### config.mk
export PLATFORM = sky130hd
export DESIGN_NAME = rc_pwm_pulse_width_decoder_unit
export DESIGN_NICKNAME = d
export VERILOG_FILES = /design/src/hdl/rcpwm_pkg.sv /design/src/hdl/rc_pwm_pulse_width_decoder_unit.sv
export SDC_FILE = /design/constraint.sdc
export NUM_CORES = 2
export LEC_CHECK = 0
export ABC_AREA = 1
export BUFFER_PORTS_ARGS = -buffer_cell sky130_fd_sc_hd__buf_2
export CAP_MARGIN = 10
export CORE_MARGIN = 2
export CORE_UTILIZATION = 50
export DETAILED_ROUTE_END_ITERATION = 8
export PLACE_DENSITY = 0.69
export REMOVE_ABC_BUFFERS = 1
export SYNTH_ARGS = -nofsm -noshare
export SYNTH_HDL_FRONTEND = slang
export SYNTH_SLANG_ARGS = --single-unit
### constraint.sdc
create_clock -name clk -period 8.2 [get_ports clk]
set_input_delay 2.05 -clock clk [delete_from_list [all_inputs] [get_ports clk]]
set_output_delay 2.05 -clock clk [all_outputs]
set_load 0.05 [all_outputs]
### src/hdl/rcpwm_pkg.sv
package rcpwm_pkg;

    // Configuration register indexes.
    localparam logic [2:0] REG_WIDTH_LIMIT     = 3'd0;
    localparam logic [2:0] REG_STICK_OFFSET    = 3'd1;
    localparam logic [2:0] REG_STICK_GAIN      = 3'd2;
    localparam logic [2:0] REG_THROTTLE_OFFSET = 3'd3;
    localparam logic [2:0] REG_THROTTLE_GAIN   = 3'd4;

    // Configuration reset values. The gains are unsigned Q4.12.
    localparam logic [15:0] WIDTH_LIMIT_RST     = 16'd1000;
    localparam logic [15:0] STICK_OFFSET_RST    = 16'd700;
    localparam logic [15:0] STICK_GAIN_RST      = 16'd12931;
    localparam logic [15:0] THROTTLE_OFFSET_RST = 16'd510;
    localparam logic [15:0] THROTTLE_GAIN_RST   = 16'd8397;

    localparam int Q_SHIFT = 12;

    localparam logic [15:0] POS_MAX = 16'h7FFF;
    localparam logic [15:0] NEG_MAX = 16'h8000;

    // How a channel turns its width into a command value.
    typedef logic [1:0] scale_mode_t;

    localparam scale_mode_t MODE_STICK     = 2'd0;
    localparam scale_mode_t MODE_STICK_NEG = 2'd1;
    localparam scale_mode_t MODE_THROTTLE  = 2'd2;
    localparam scale_mode_t MODE_RAW       = 2'd3;

    function automatic scale_mode_t channel_mode(input logic [2:0] ch);
        scale_mode_t m;
        case (ch)
            3'd2, 3'd3: m = MODE_RAW;
            3'd4:       m = MODE_THROTTLE;
            3'd7:       m = MODE_STICK_NEG;
            default:    m = MODE_STICK;
        endcase
        return m;
    endfunction

endpackage

### src/hdl/rc_pwm_pulse_width_decoder_unit.sv
// Throughput: one transaction per cycle while out_ready does not stall the output.
// Four register stages (stage 1, stage 2, stage 3 and output) form a stallable pipeline.
// The per-channel rise, fall and last-good-width registers are read and written in the
// first stage, so back-to-back events on one channel see each other without forwarding.
// Reset (rst_n low, asynchronous) empties the pipeline, clears all per-channel state to
// zero and loads the configuration registers with their default values.
module rc_pwm_pulse_width_decoder_unit
    import rcpwm_pkg::*;
#(
    parameter int NUM_CHANNELS = 8,
    parameter int COUNTER_BITS = 16
)
(
    input  logic               clk,
    input  logic               rst_n,

    input  logic               cfg_write,
    input  logic [2:0]         cfg_index,
    input  logic [15:0]        cfg_data,

    input  logic               in_valid,
    output logic               in_ready,
    input  logic [2:0]         channel,
    input  logic               pin_level,
    input  logic [15:0]        capture_value,

    output logic               out_valid,
    input  logic               out_ready,
    output logic [2:0]         out_channel,
    output logic               updated,
    output logic [15:0]        pulse_width,
    output logic signed [15:0] scaled_value
);

    // Index width for the per-channel registers, and the capture mask. Captures are
    // stored as 16 bits, so a counter wider than that keeps all 16 bits.
    localparam int IDX_W    = (NUM_CHANNELS > 1) ? $clog2(NUM_CHANNELS) : 1;
    localparam int CAP_BITS = (COUNTER_BITS < 16) ? COUNTER_BITS : 16;
    localparam logic [15:0] CAP_MASK = 16'((33'd1 << CAP_BITS) - 33'd1);

    // ------------------------------------------------------------------
    // Configuration registers. Writes must arrive only while the pipeline is empty,
    // so every stage sees one stable set of values; the block does not enforce this.
    // ------------------------------------------------------------------
    logic [15:0] width_limit_reg;
    logic [15:0] stick_offset_reg;
    logic [15:0] stick_gain_reg;
    logic [15:0] throttle_offset_reg;
    logic [15:0] throttle_gain_reg;

    always_ff @(posedge clk or negedge rst_n)
    begin
        if (!rst_n)
        begin
            width_limit_reg     <= WIDTH_LIMIT_RST;
            stick_offset_reg    <= STICK_OFFSET_RST;
            stick_gain_reg      <= STICK_GAIN_RST;
            throttle_offset_reg <= THROTTLE_OFFSET_RST;
            throttle_gain_reg   <= THROTTLE_GAIN_RST;
        end
        else if (cfg_write)
        begin
            case (cfg_index)
                REG_WIDTH_LIMIT:     width_limit_reg     <= cfg_data;
                REG_STICK_OFFSET:    stick_offset_reg    <= cfg_data;
                REG_STICK_GAIN:      stick_gain_reg      <= cfg_data;
                REG_THROTTLE_OFFSET: throttle_offset_reg <= cfg_data;
                REG_THROTTLE_GAIN:   throttle_gain_reg   <= cfg_data;
                default:             ;
            endcase
        end
    end

    // ------------------------------------------------------------------
    // Pipeline flow control. Each stage moves forward when the stage after
    // it is empty or is itself moving, so a stalled result never blocks
    // the empty stages behind it.
    // ------------------------------------------------------------------
    logic s1_valid_reg, s2_valid_reg, s3_valid_reg, out_valid_reg;
    logic s1_adv, s2_adv, s3_adv, out_adv;

    assign out_adv  = !out_valid_reg || out_ready;
    assign s3_adv   = !s3_valid_reg || out_adv;
    assign s2_adv   = !s2_valid_reg || s3_adv;
    assign s1_adv   = !s1_valid_reg || s2_adv;
    assign in_ready = s1_adv;

    always_ff @(posedge clk or negedge rst_n)
    begin
        if (!rst_n)
        begin
            s1_valid_reg  <= 1'b0;
            s2_valid_reg  <= 1'b0;
            s3_valid_reg  <= 1'b0;
            out_valid_reg <= 1'b0;
        end
        else
        begin
            if (s1_adv)
            begin
                s1_valid_reg <= in_valid;
            end
            if (s2_adv)
            begin
                s2_valid_reg <= s1_valid_reg;
            end
            if (s3_adv)
            begin
                s3_valid_reg <= s2_valid_reg;
            end
            if (out_adv)
            begin
                out_valid_reg <= s3_valid_reg;
            end
        end
    end

    // ------------------------------------------------------------------
    // Stage 1: input register, per-channel edge times and width check.
    // ------------------------------------------------------------------
    logic [2:0]  s1_channel_reg;
    logic        s1_level_reg;
    logic [15:0] s1_cap_reg;

    always_ff @(posedge clk)
    begin
        if (s1_adv)
        begin
            s1_channel_reg <= channel;
            s1_level_reg   <= pin_level;
            s1_cap_reg     <= capture_value & CAP_MASK;
        end
    end

    logic [15:0] rise_reg [NUM_CHANNELS];
    logic [15:0] fall_reg [NUM_CHANNELS];
    logic [15:0] good_reg [NUM_CHANNELS];

    logic [IDX_W+2:0] s1_ch_ext;
    logic [IDX_W-1:0] s1_idx;
    logic             s1_present;
    logic [15:0]      s1_rise_new;
    logic [15:0]      s1_fall_new;
    logic [15:0]      s1_raw_width;
    logic [15:0]      s1_good_width;
    logic             s1_ordered;
    logic             s1_updated;
    logic [15:0]      s1_width;
    logic             s1_write;

    always_comb
    begin
        s1_ch_ext     = {{IDX_W{1'b0}}, s1_channel_reg};
        s1_idx        = s1_ch_ext[IDX_W-1:0];
        s1_present    = (s1_ch_ext < (IDX_W+3)'(NUM_CHANNELS));
        s1_rise_new   = s1_level_reg ? s1_cap_reg : rise_reg[s1_idx];
        s1_fall_new   = s1_level_reg ? fall_reg[s1_idx] : s1_cap_reg;
        s1_ordered    = (s1_fall_new >= s1_rise_new);
        s1_raw_width  = s1_fall_new - s1_rise_new;
        // A glitch falls back to the last width that passed the check.
        s1_good_width = (s1_raw_width > width_limit_reg) ? good_reg[s1_idx] : s1_raw_width;
        s1_updated    = s1_present && s1_ordered;
        s1_width      = s1_updated ? s1_good_width : 16'd0;
        s1_write      = s1_valid_reg && s2_adv && s1_present;
    end

    always_ff @(posedge clk or negedge rst_n)
    begin
        if (!rst_n)
        begin
            for (int i = 0; i < NUM_CHANNELS; i++)
            begin
                rise_reg[i] <= 16'd0;
                fall_reg[i] <= 16'd0;
                good_reg[i] <= 16'd0;
            end
        end
        else if (s1_write)
        begin
            rise_reg[s1_idx] <= s1_rise_new;
            fall_reg[s1_idx] <= s1_fall_new;
            if (s1_ordered)
            begin
                good_reg[s1_idx] <= s1_good_width;
            end
        end
    end

    // ------------------------------------------------------------------
    // Stage 2: offset subtraction and the single gain multiply.
    // ------------------------------------------------------------------
    logic [2:0]  s2_channel_reg;
    logic        s2_updated_reg;
    logic [15:0] s2_width_reg;

    always_ff @(posedge clk)
    begin
        if (s2_adv)
        begin
            s2_channel_reg <= s1_channel_reg;
            s2_updated_reg <= s1_updated;
            s2_width_reg   <= s1_width;
        end
    end

    scale_mode_t s2_mode;
    logic [15:0] s2_offset;
    logic [15:0] s2_gain;
    logic [16:0] s2_diff;
    logic        s2_negative;
    logic [15:0] s2_mag;
    logic [31:0] s2_product;

    always_comb
    begin
        s2_mode     = channel_mode(s2_channel_reg);
        s2_offset   = (s2_mode == MODE_THROTTLE) ? throttle_offset_reg : stick_offset_reg;
        s2_gain     = (s2_mode == MODE_THROTTLE) ? throttle_gain_reg : stick_gain_reg;
        s2_diff     = {1'b0, s2_width_reg} - {1'b0, s2_offset};
        s2_negative = s2_diff[16];
        // The magnitude of a 17-bit difference of two 16-bit values fits in 16 bits.
        s2_mag      = s2_negative ? 16'(-s2_diff) : s2_diff[15:0];
        s2_product  = s2_mag * s2_gain;
    end

    // ------------------------------------------------------------------
    // Stage 3: truncated product magnitude with its sign, then saturation and mode select.
    // ------------------------------------------------------------------
    logic [2:0]  s3_channel_reg;
    logic        s3_updated_reg;
    logic [15:0] s3_width_reg;
    scale_mode_t s3_mode_reg;
    logic        s3_negative_reg;
    logic [19:0] s3_mag_reg;

    always_ff @(posedge clk)
    begin
        if (s3_adv)
        begin
            s3_channel_reg  <= s2_channel_reg;
            s3_updated_reg  <= s2_updated_reg;
            s3_width_reg    <= s2_width_reg;
            s3_mode_reg     <= s2_mode;
            s3_negative_reg <= s2_negative;
            s3_mag_reg      <= s2_product[31:Q_SHIFT];
        end
    end

    logic [15:0] s3_pos_sat;
    logic [15:0] s3_neg_sat;
    logic [15:0] s3_scaled;

    always_comb
    begin
        // Dividing the magnitude before applying the sign truncates toward zero.
        s3_pos_sat = (s3_mag_reg > 20'(POS_MAX)) ? POS_MAX : s3_mag_reg[15:0];
        s3_neg_sat = (s3_mag_reg >= 20'(NEG_MAX)) ? NEG_MAX : 16'(-s3_mag_reg[15:0]);
        case (s3_mode_reg)
            MODE_STICK:     s3_scaled = s3_negative_reg ? s3_neg_sat : s3_pos_sat;
            MODE_STICK_NEG: s3_scaled = s3_negative_reg ? s3_pos_sat : s3_neg_sat;
            MODE_THROTTLE:  s3_scaled = s3_negative_reg ? 16'd0 : s3_pos_sat;
            MODE_RAW:       s3_scaled = s3_width_reg[15] ? POS_MAX : s3_width_reg;
            default:        s3_scaled = 16'd0;
        endcase
        if (!s3_updated_reg)
        begin
            s3_scaled = 16'd0;
        end
    end

    // ------------------------------------------------------------------
    // Output register.
    // ------------------------------------------------------------------
    logic [2:0]  out_channel_reg;
    logic        out_updated_reg;
    logic [15:0] out_width_reg;
    logic [15:0] out_scaled_reg;

    always_ff @(posedge clk)
    begin
        if (out_adv)
        begin
            out_channel_reg <= s3_channel_reg;
            out_updated_reg <= s3_updated_reg;
            out_width_reg   <= s3_width_reg;
            out_scaled_reg  <= s3_scaled;
        end
    end

    assign out_valid    = out_valid_reg;
    assign out_channel  = out_channel_reg;
    assign updated      = out_updated_reg;
    assign pulse_width  = out_width_reg;
    assign scaled_value = out_scaled_reg;

    // ------------------------------------------------------------------
    // Assertions.
    // ------------------------------------------------------------------
    // An event that forms no width reports zeros.
    a_no_update_zero: assert property (@(posedge clk) disable iff (!rst_n)
        out_valid_reg && !out_updated_reg |-> out_width_reg == 16'd0 && out_scaled_reg == 16'd0)
        else $error("result without a width carries nonzero data");

    // The throttle command is never negative.
    a_throttle_nonneg: assert property (@(posedge clk) disable iff (!rst_n)
        out_valid_reg && out_channel_reg == 3'd4 |-> !out_scaled_reg[15])
        else $error("throttle command below zero");

    // Raw channels pass the width through, saturated to the positive range.
    a_raw_passthrough: assert property (@(posedge clk) disable iff (!rst_n)
        out_valid_reg && out_updated_reg && (out_channel_reg == 3'd2 || out_channel_reg == 3'd3)
        |-> out_scaled_reg == (out_width_reg[15] ? POS_MAX : out_width_reg))
        else $error("raw channel command differs from its width");

    // A middle stage that cannot move keeps its item.
    a_s2_hold: assert property (@(posedge clk) disable iff (!rst_n)
        s2_valid_reg && !s3_adv |=> s2_valid_reg && $stable(s2_width_reg)
            && $stable(s2_channel_reg))
        else $error("stalled pipeline stage lost its transaction");

endmodule

### Word level (Yosys, flattened, before mapping)

Cells that the tools add are included.

* bits of input ports: 44
* output and inout port bits: 38
* flip-flop bits (word level): 587
* word-level logic and storage cells: 120

* multiplexer cells: 28
* reductions and logical operators: 19
* $mul: 1
* magnitude comparators: 6
* equal/unequal tests: 12
* bitwise operators: 1
* $add $sub $neg: 4

Operator list (count)
* bitwise mux 128 bit: 3
* 2-to-1 mux 16 bit: 18
* binary-select mux 16 bit (select 3 bit): 3
* case mux 16 bit (4 select lines): 1
* demux 16 bit (select 3 bit): 1
* multiplier 16 x 16 -> 32 bit: 1
* negator 16 bit: 2
* >= comparator 20 x 16 -> 1 bit (second input constant): 1
* greater-than comparator 20 x 15 -> 1 bit (second input constant): 1
* subtractor 16 x 16 -> 17 bit: 1
* >= comparator 16 bit: 1
* greater-than comparator 16 bit: 1
* subtractor 16 bit: 1
* 2-to-1 mux 15 bit: 1
* == test 3 x 2 -> 1 bit (second input constant): 4
* AND reduction 2 bit: 6
* == test 3 bit (second input constant): 3
* == test 2 bit (second input constant): 3
* case mux 2 bit (3 select lines): 1
* >= comparator 4 bit (second input constant): 1
* logical NOT 1 bit: 4
* logical OR 1 bit: 4
* less-than comparator 4 x 1 -> 1 bit (second input constant): 1
* inverter 3 -> 4 bit: 1
* other kinds (6): 7

### Longest topological paths before layout

* depth in word-level cells: 9
* mapped depth: 46

### Worst setup path after synthesis

OpenSTA, ideal clock, no wires.

* path kind: reg-to-reg
* start: register s2_channel_reg[2]
* end: register s3_mag_reg[16], data pin
* required time: 7.948 ns
* path slack: 0.143 ns
* setup time: 0.252 ns
* path buffers: 3
* stages on the path, launching flop included: 41
* period minus slack after synthesis: 8.057 ns
* data arrival time: 7.805 ns
* cells stage by stage: edfxtp_1 > nand3_1 > buf_2 > buf_2 > buf_2 > mux2_2 > ha_1 > fa_1 > inv_1 > nand3_1 > nand2_2 > xnor2_2 > inv_2 > nor2_4 > nand3_2 > inv_2 > nand3_2 > nor2_1 > (+5 left out) > fa_1 > fa_1 > inv_1 > fa_1 > fa_1 > fa_1 > inv_1 > fa_1 > inv_1 > ha_1 > a21oi_1 > inv_1 > a31oi_1 > o21ai_0 > a221oi_1 > nand2_1 > nand2_1 > nand2_1

* cells in the longest elaborated chain, start to end: 9
* elaborated cells between the ends (all ways): 13
* classes of those cells: 2 x add/sub; 1 x mul; 5 x eq/ne; 4 x mux; 1 x reduce/logical

RTL lines
* start: declaration: line rc_pwm_pulse_width_decoder_unit.sv:192 `logic [2:0] s2_channel_reg;`
* start signal: assignment: line rc_pwm_pulse_width_decoder_unit.sv:200 `s2_channel_reg <= s1_channel_reg;`
* == test 3 x 2 -> 1 bit: line rcpwm_pkg.sv:32 `case (ch)`
* OR reduction 2 bit: line rcpwm_pkg.sv:32
* case mux 2 bit (3 select lines) *: line rcpwm_pkg.sv:32
* == test 2 bit *: line rc_pwm_pulse_width_decoder_unit.sv:217, rc_pwm_pulse_width_decoder_unit.sv:218
* 2-to-1 mux 16 bit: line rc_pwm_pulse_width_decoder_unit.sv:217 `s2_offset = (s2_mode == MODE_THROTTLE) ? throttle_offset_reg : stick_offset_reg;`
* subtractor 16 x 16 -> 17 bit: line rc_pwm_pulse_width_decoder_unit.sv:219 `s2_diff = {1'b0, s2_width_reg} - {1'b0, s2_offset};`
* negator 16 bit: line rc_pwm_pulse_width_decoder_unit.sv:222 `s2_mag = s2_negative ? 16'(-s2_diff) : s2_diff[15:0];`
* 2-to-1 mux 16 bit: line rc_pwm_pulse_width_decoder_unit.sv:222
* multiplier 16 x 16 -> 32 bit *: line rc_pwm_pulse_width_decoder_unit.sv:223 `s2_product = s2_mag * s2_gain;`
* via s2_product[28]: line rc_pwm_pulse_width_decoder_unit.sv:212 `logic [31:0] s2_product;`
* end signal: assignment: line rc_pwm_pulse_width_decoder_unit.sv:245 `s3_mag_reg <= s2_product[31:Q_SHIFT];`
* end: declaration: line rc_pwm_pulse_width_decoder_unit.sv:234 `logic [19:0] s3_mag_reg;`

The timed path passes the listed nets; every way through them passes the cells marked *.
A chain may end at the register's enable or synchronous reset.

### Worst setup path after layout

* start: register s2_channel_reg[1]
* end: register s3_mag_reg[19], data pin

The elaborated chain is that of the path after synthesis.

==> results.md <==
* Die Y at approximately 270 um
* Number of synthesized flops with an enable pin at 119
* Primary FF master, synth: dfrtp_1
* Post-synthesis sequential element count at 587
* Die area at 72400 um^2
* Async SR Flop Fraction at between 70 and 80%
* Tcrit/Tclk final at a little over nine tenths
* Total grt overflow at 0
* CTS tree: built
* Clk buf depth at 3
* Final WL at 99.4 mm
* Final worst path period need at 7.89 ns
* Io pins at between 80 and 90
* Worst reg2reg path startpoint: s2_channel_reg[1]$_DFFE_PN_
* CTS Hold Buffers Added at 0
* Initial Util at roughly 50%
* Remaining antenna violation count at 0
* Largest net degree at the start of global routing at 169
* Critical Path Most Common Cell: nand2_1
* Commonest non-fill, non-tap cell in the layout: nand2_1
* Hold Path Class: register to register
* Post-Syn Instances at 3921
* DP Worst Slack at 0.0882 ns
* Critical path data arrival time at ~8.3 ns
* Crit end category: register
* Number of global-route vias before repair at roughly 27000
* YS warnings at 0
* Post-Syn Area per Cell at around 9 um^2
* Drt via density at between 5 and 6
* Setup Crit Path Kind: register to register
* Number of buffers created by CTS at between 60 and 70
* Max Cap Viol at 0
* I/O Buffers at just over 80
* Critical Path RT at 8.57 ns
* Layout cells sized above 1 at roughly 12%
* DR pass1 iterations at 7
* Clock Sinks at between 500 and 600
* Total number of vias at between 20000 and 30000
* Setup Skew at around 0.067 ns
* Distinct cells, synth at 65
* Finished Layout Cells at 5002
* Util after Layout at a little under three fifths
* Commonest non-fill, non-tap cells in the layout: nand2_1, o21ai_0, dfrtp_1
* CP max stage cell: fa_1
* Setup violations, final at 0
* Worst reg-to-reg setup slack at roughly 0.31 ns
* P&R area growth vs syn at 12.2%
* Fmax at 0.127 GHz
* Crit start category: register
* Number of DRC markers in iteration 0 at around 2600
* Hold slack at ~0.43 ns
* First-pass GRT wire length at about 160 mm
* Final Net Count at 4398
* Worst Setup SP: s2_channel_reg[1]$_DFFE_PN_
* Worst-path fanout max at 18
* Wire per inst at 19.9 um
* Mapped Area at 35100 um^2
* Initial antenna violation count at 1
* Gr usage total at 27.9%
* Fin. max-slew vios at 0
* GPL Wtd Cong at a little under 1
* Die width at 269 um
* Hold Fails Final Rpt at 0
* Core Area at between 60000 and 70000 um^2
* Clock transition at path regs at 0.06 ns
* Clock latency on the worst-skew pair at approximately 0.64 ns
* Sequential share of the synthesized area at between 40 and 50%
* Placed cell count at between 4000 and 5000
* Std-Cell Rows at 97
* H-tree Lvls at 3
* HPWL Detailed at 68.8 mm
* Worst slew margin at 19.7%
* Final setup margin at around 0.31 ns
* Drt drc at 0
* Hold wc startpoint: s2_updated_reg$_DFFE_PN_
* Status: completed
* Worst Tran Pin Value at roughly 1.2 ns
* CTS root buffer: clkbuf_16
* CP max stage delay at 0.65 ns
cell families (layout without fill, tap and decap cells):
group,Yosys count,in the layout,share of synthesized area (%)
simple gates,1391,1391,16.4
compound gates,908,908,14.9
fa+ha+maj,346,346,16.5
xor+xnor,41,41,1.18
other cells,0,1,0
mux,16,16,0.463
buf+inv,632,772,6.93
flops,587,587,43.6
critical path: cells and delay by family, from the launching register on:
family,cells,cell delay [ns]
adder cells (fa/ha/maj),8,3.74
AND/OR/NAND/NOR,14,1.32
AO/OA/AOI/OAI,7,1.23
buffers and inverters,4,0.50
flip-flops,1,0.41
multiplexers,1,0.26
XOR/XNOR,1,0.23
layout make-up:
type	count	area (um^2)
multi-input cells	2702	17700
repair buffers	181	1220
flip-flops and latches	587	15300
well taps	940	1180
clock inverters	37	442
diodes	1	2.50
clock buffers	84	1810
fillers	6326	30400
inverters	470	1780
through the flow:
step,cell area (um^2),TNS (ns)
2_1_floorplan,34500,-8.26
3_3_place_gp,36800,0
3_5_place_dp,36800,0
4_1_cts,39000,0
5_1_grt,39400,-0.112
6_report,39400,0
layer usage:
metal  wire length, um  global-route usage [%]  vias to the layer above
met4              2970                    8.95                        2
met1             43200                    39.4                    13800
met5                13                       0                        -
met2             46100                    44.3                     1073
met3              7200                    4.63                      167
li1                  -                       -                    13100
final timing paths:
check                           cells after the start                               to
worst max-delay path                               35         s3_mag_reg[19]$_DFFE_PP_
worst min-delay path                                0         s3_updated_reg$_DFFE_PP_
worst max register to register                     35         s3_mag_reg[19]$_DFFE_PP_
worst min register to register                      0         s3_updated_reg$_DFFE_PP_
max in group asynchronous                           2  stick_offset_reg[1]$_DFFE_PN0P_
min in group asynchronous                           1         fall_reg[14]$_DFFE_PN0P_
synth_stat cells, types with 9 or more instances:
library cell	number	area share, %
nand3_1	92	1.3
a221oi_1	61	1.5
clkbuf_1	119	1.3
xor2_1	25	0.62
nand2_2	25	0.45
dfstp_2	32	2.4
o21ai_0	504	7.2
o21ai_1	94	1.3
nand4_1	50	0.89
a31oi_1	20	0.36
ha_1	151	5.4
buf_2	37	0.53
inv_2	20	0.21
nor2_2	17	0.30
clkinv_1	9	0.096
xnor2_1	10	0.25
a22o_1	40	1.0
a211oi_1	10	0.21
mux2i_1	14	0.40
edfxtp_1	119	10
fa_1	195	11
nor2_1	205	2.2
a22oi_1	38	0.81
nor3_1	15	0.21
a21oi_1	97	1.4
nand2_1	949	10
inv_1	439	4.7
dfrtp_1	436	31
what timing repair did:
action                                 in CTS  in global routing
resized for setup                           0                 77
setup buffers                               0                 15
setup endpoints to repair                   0                 20
endpoints found under the hold margin       0                  0
Power is not shown: default switching activity piles up to over one toggle a cycle in this logic, so the estimate is an artifact.
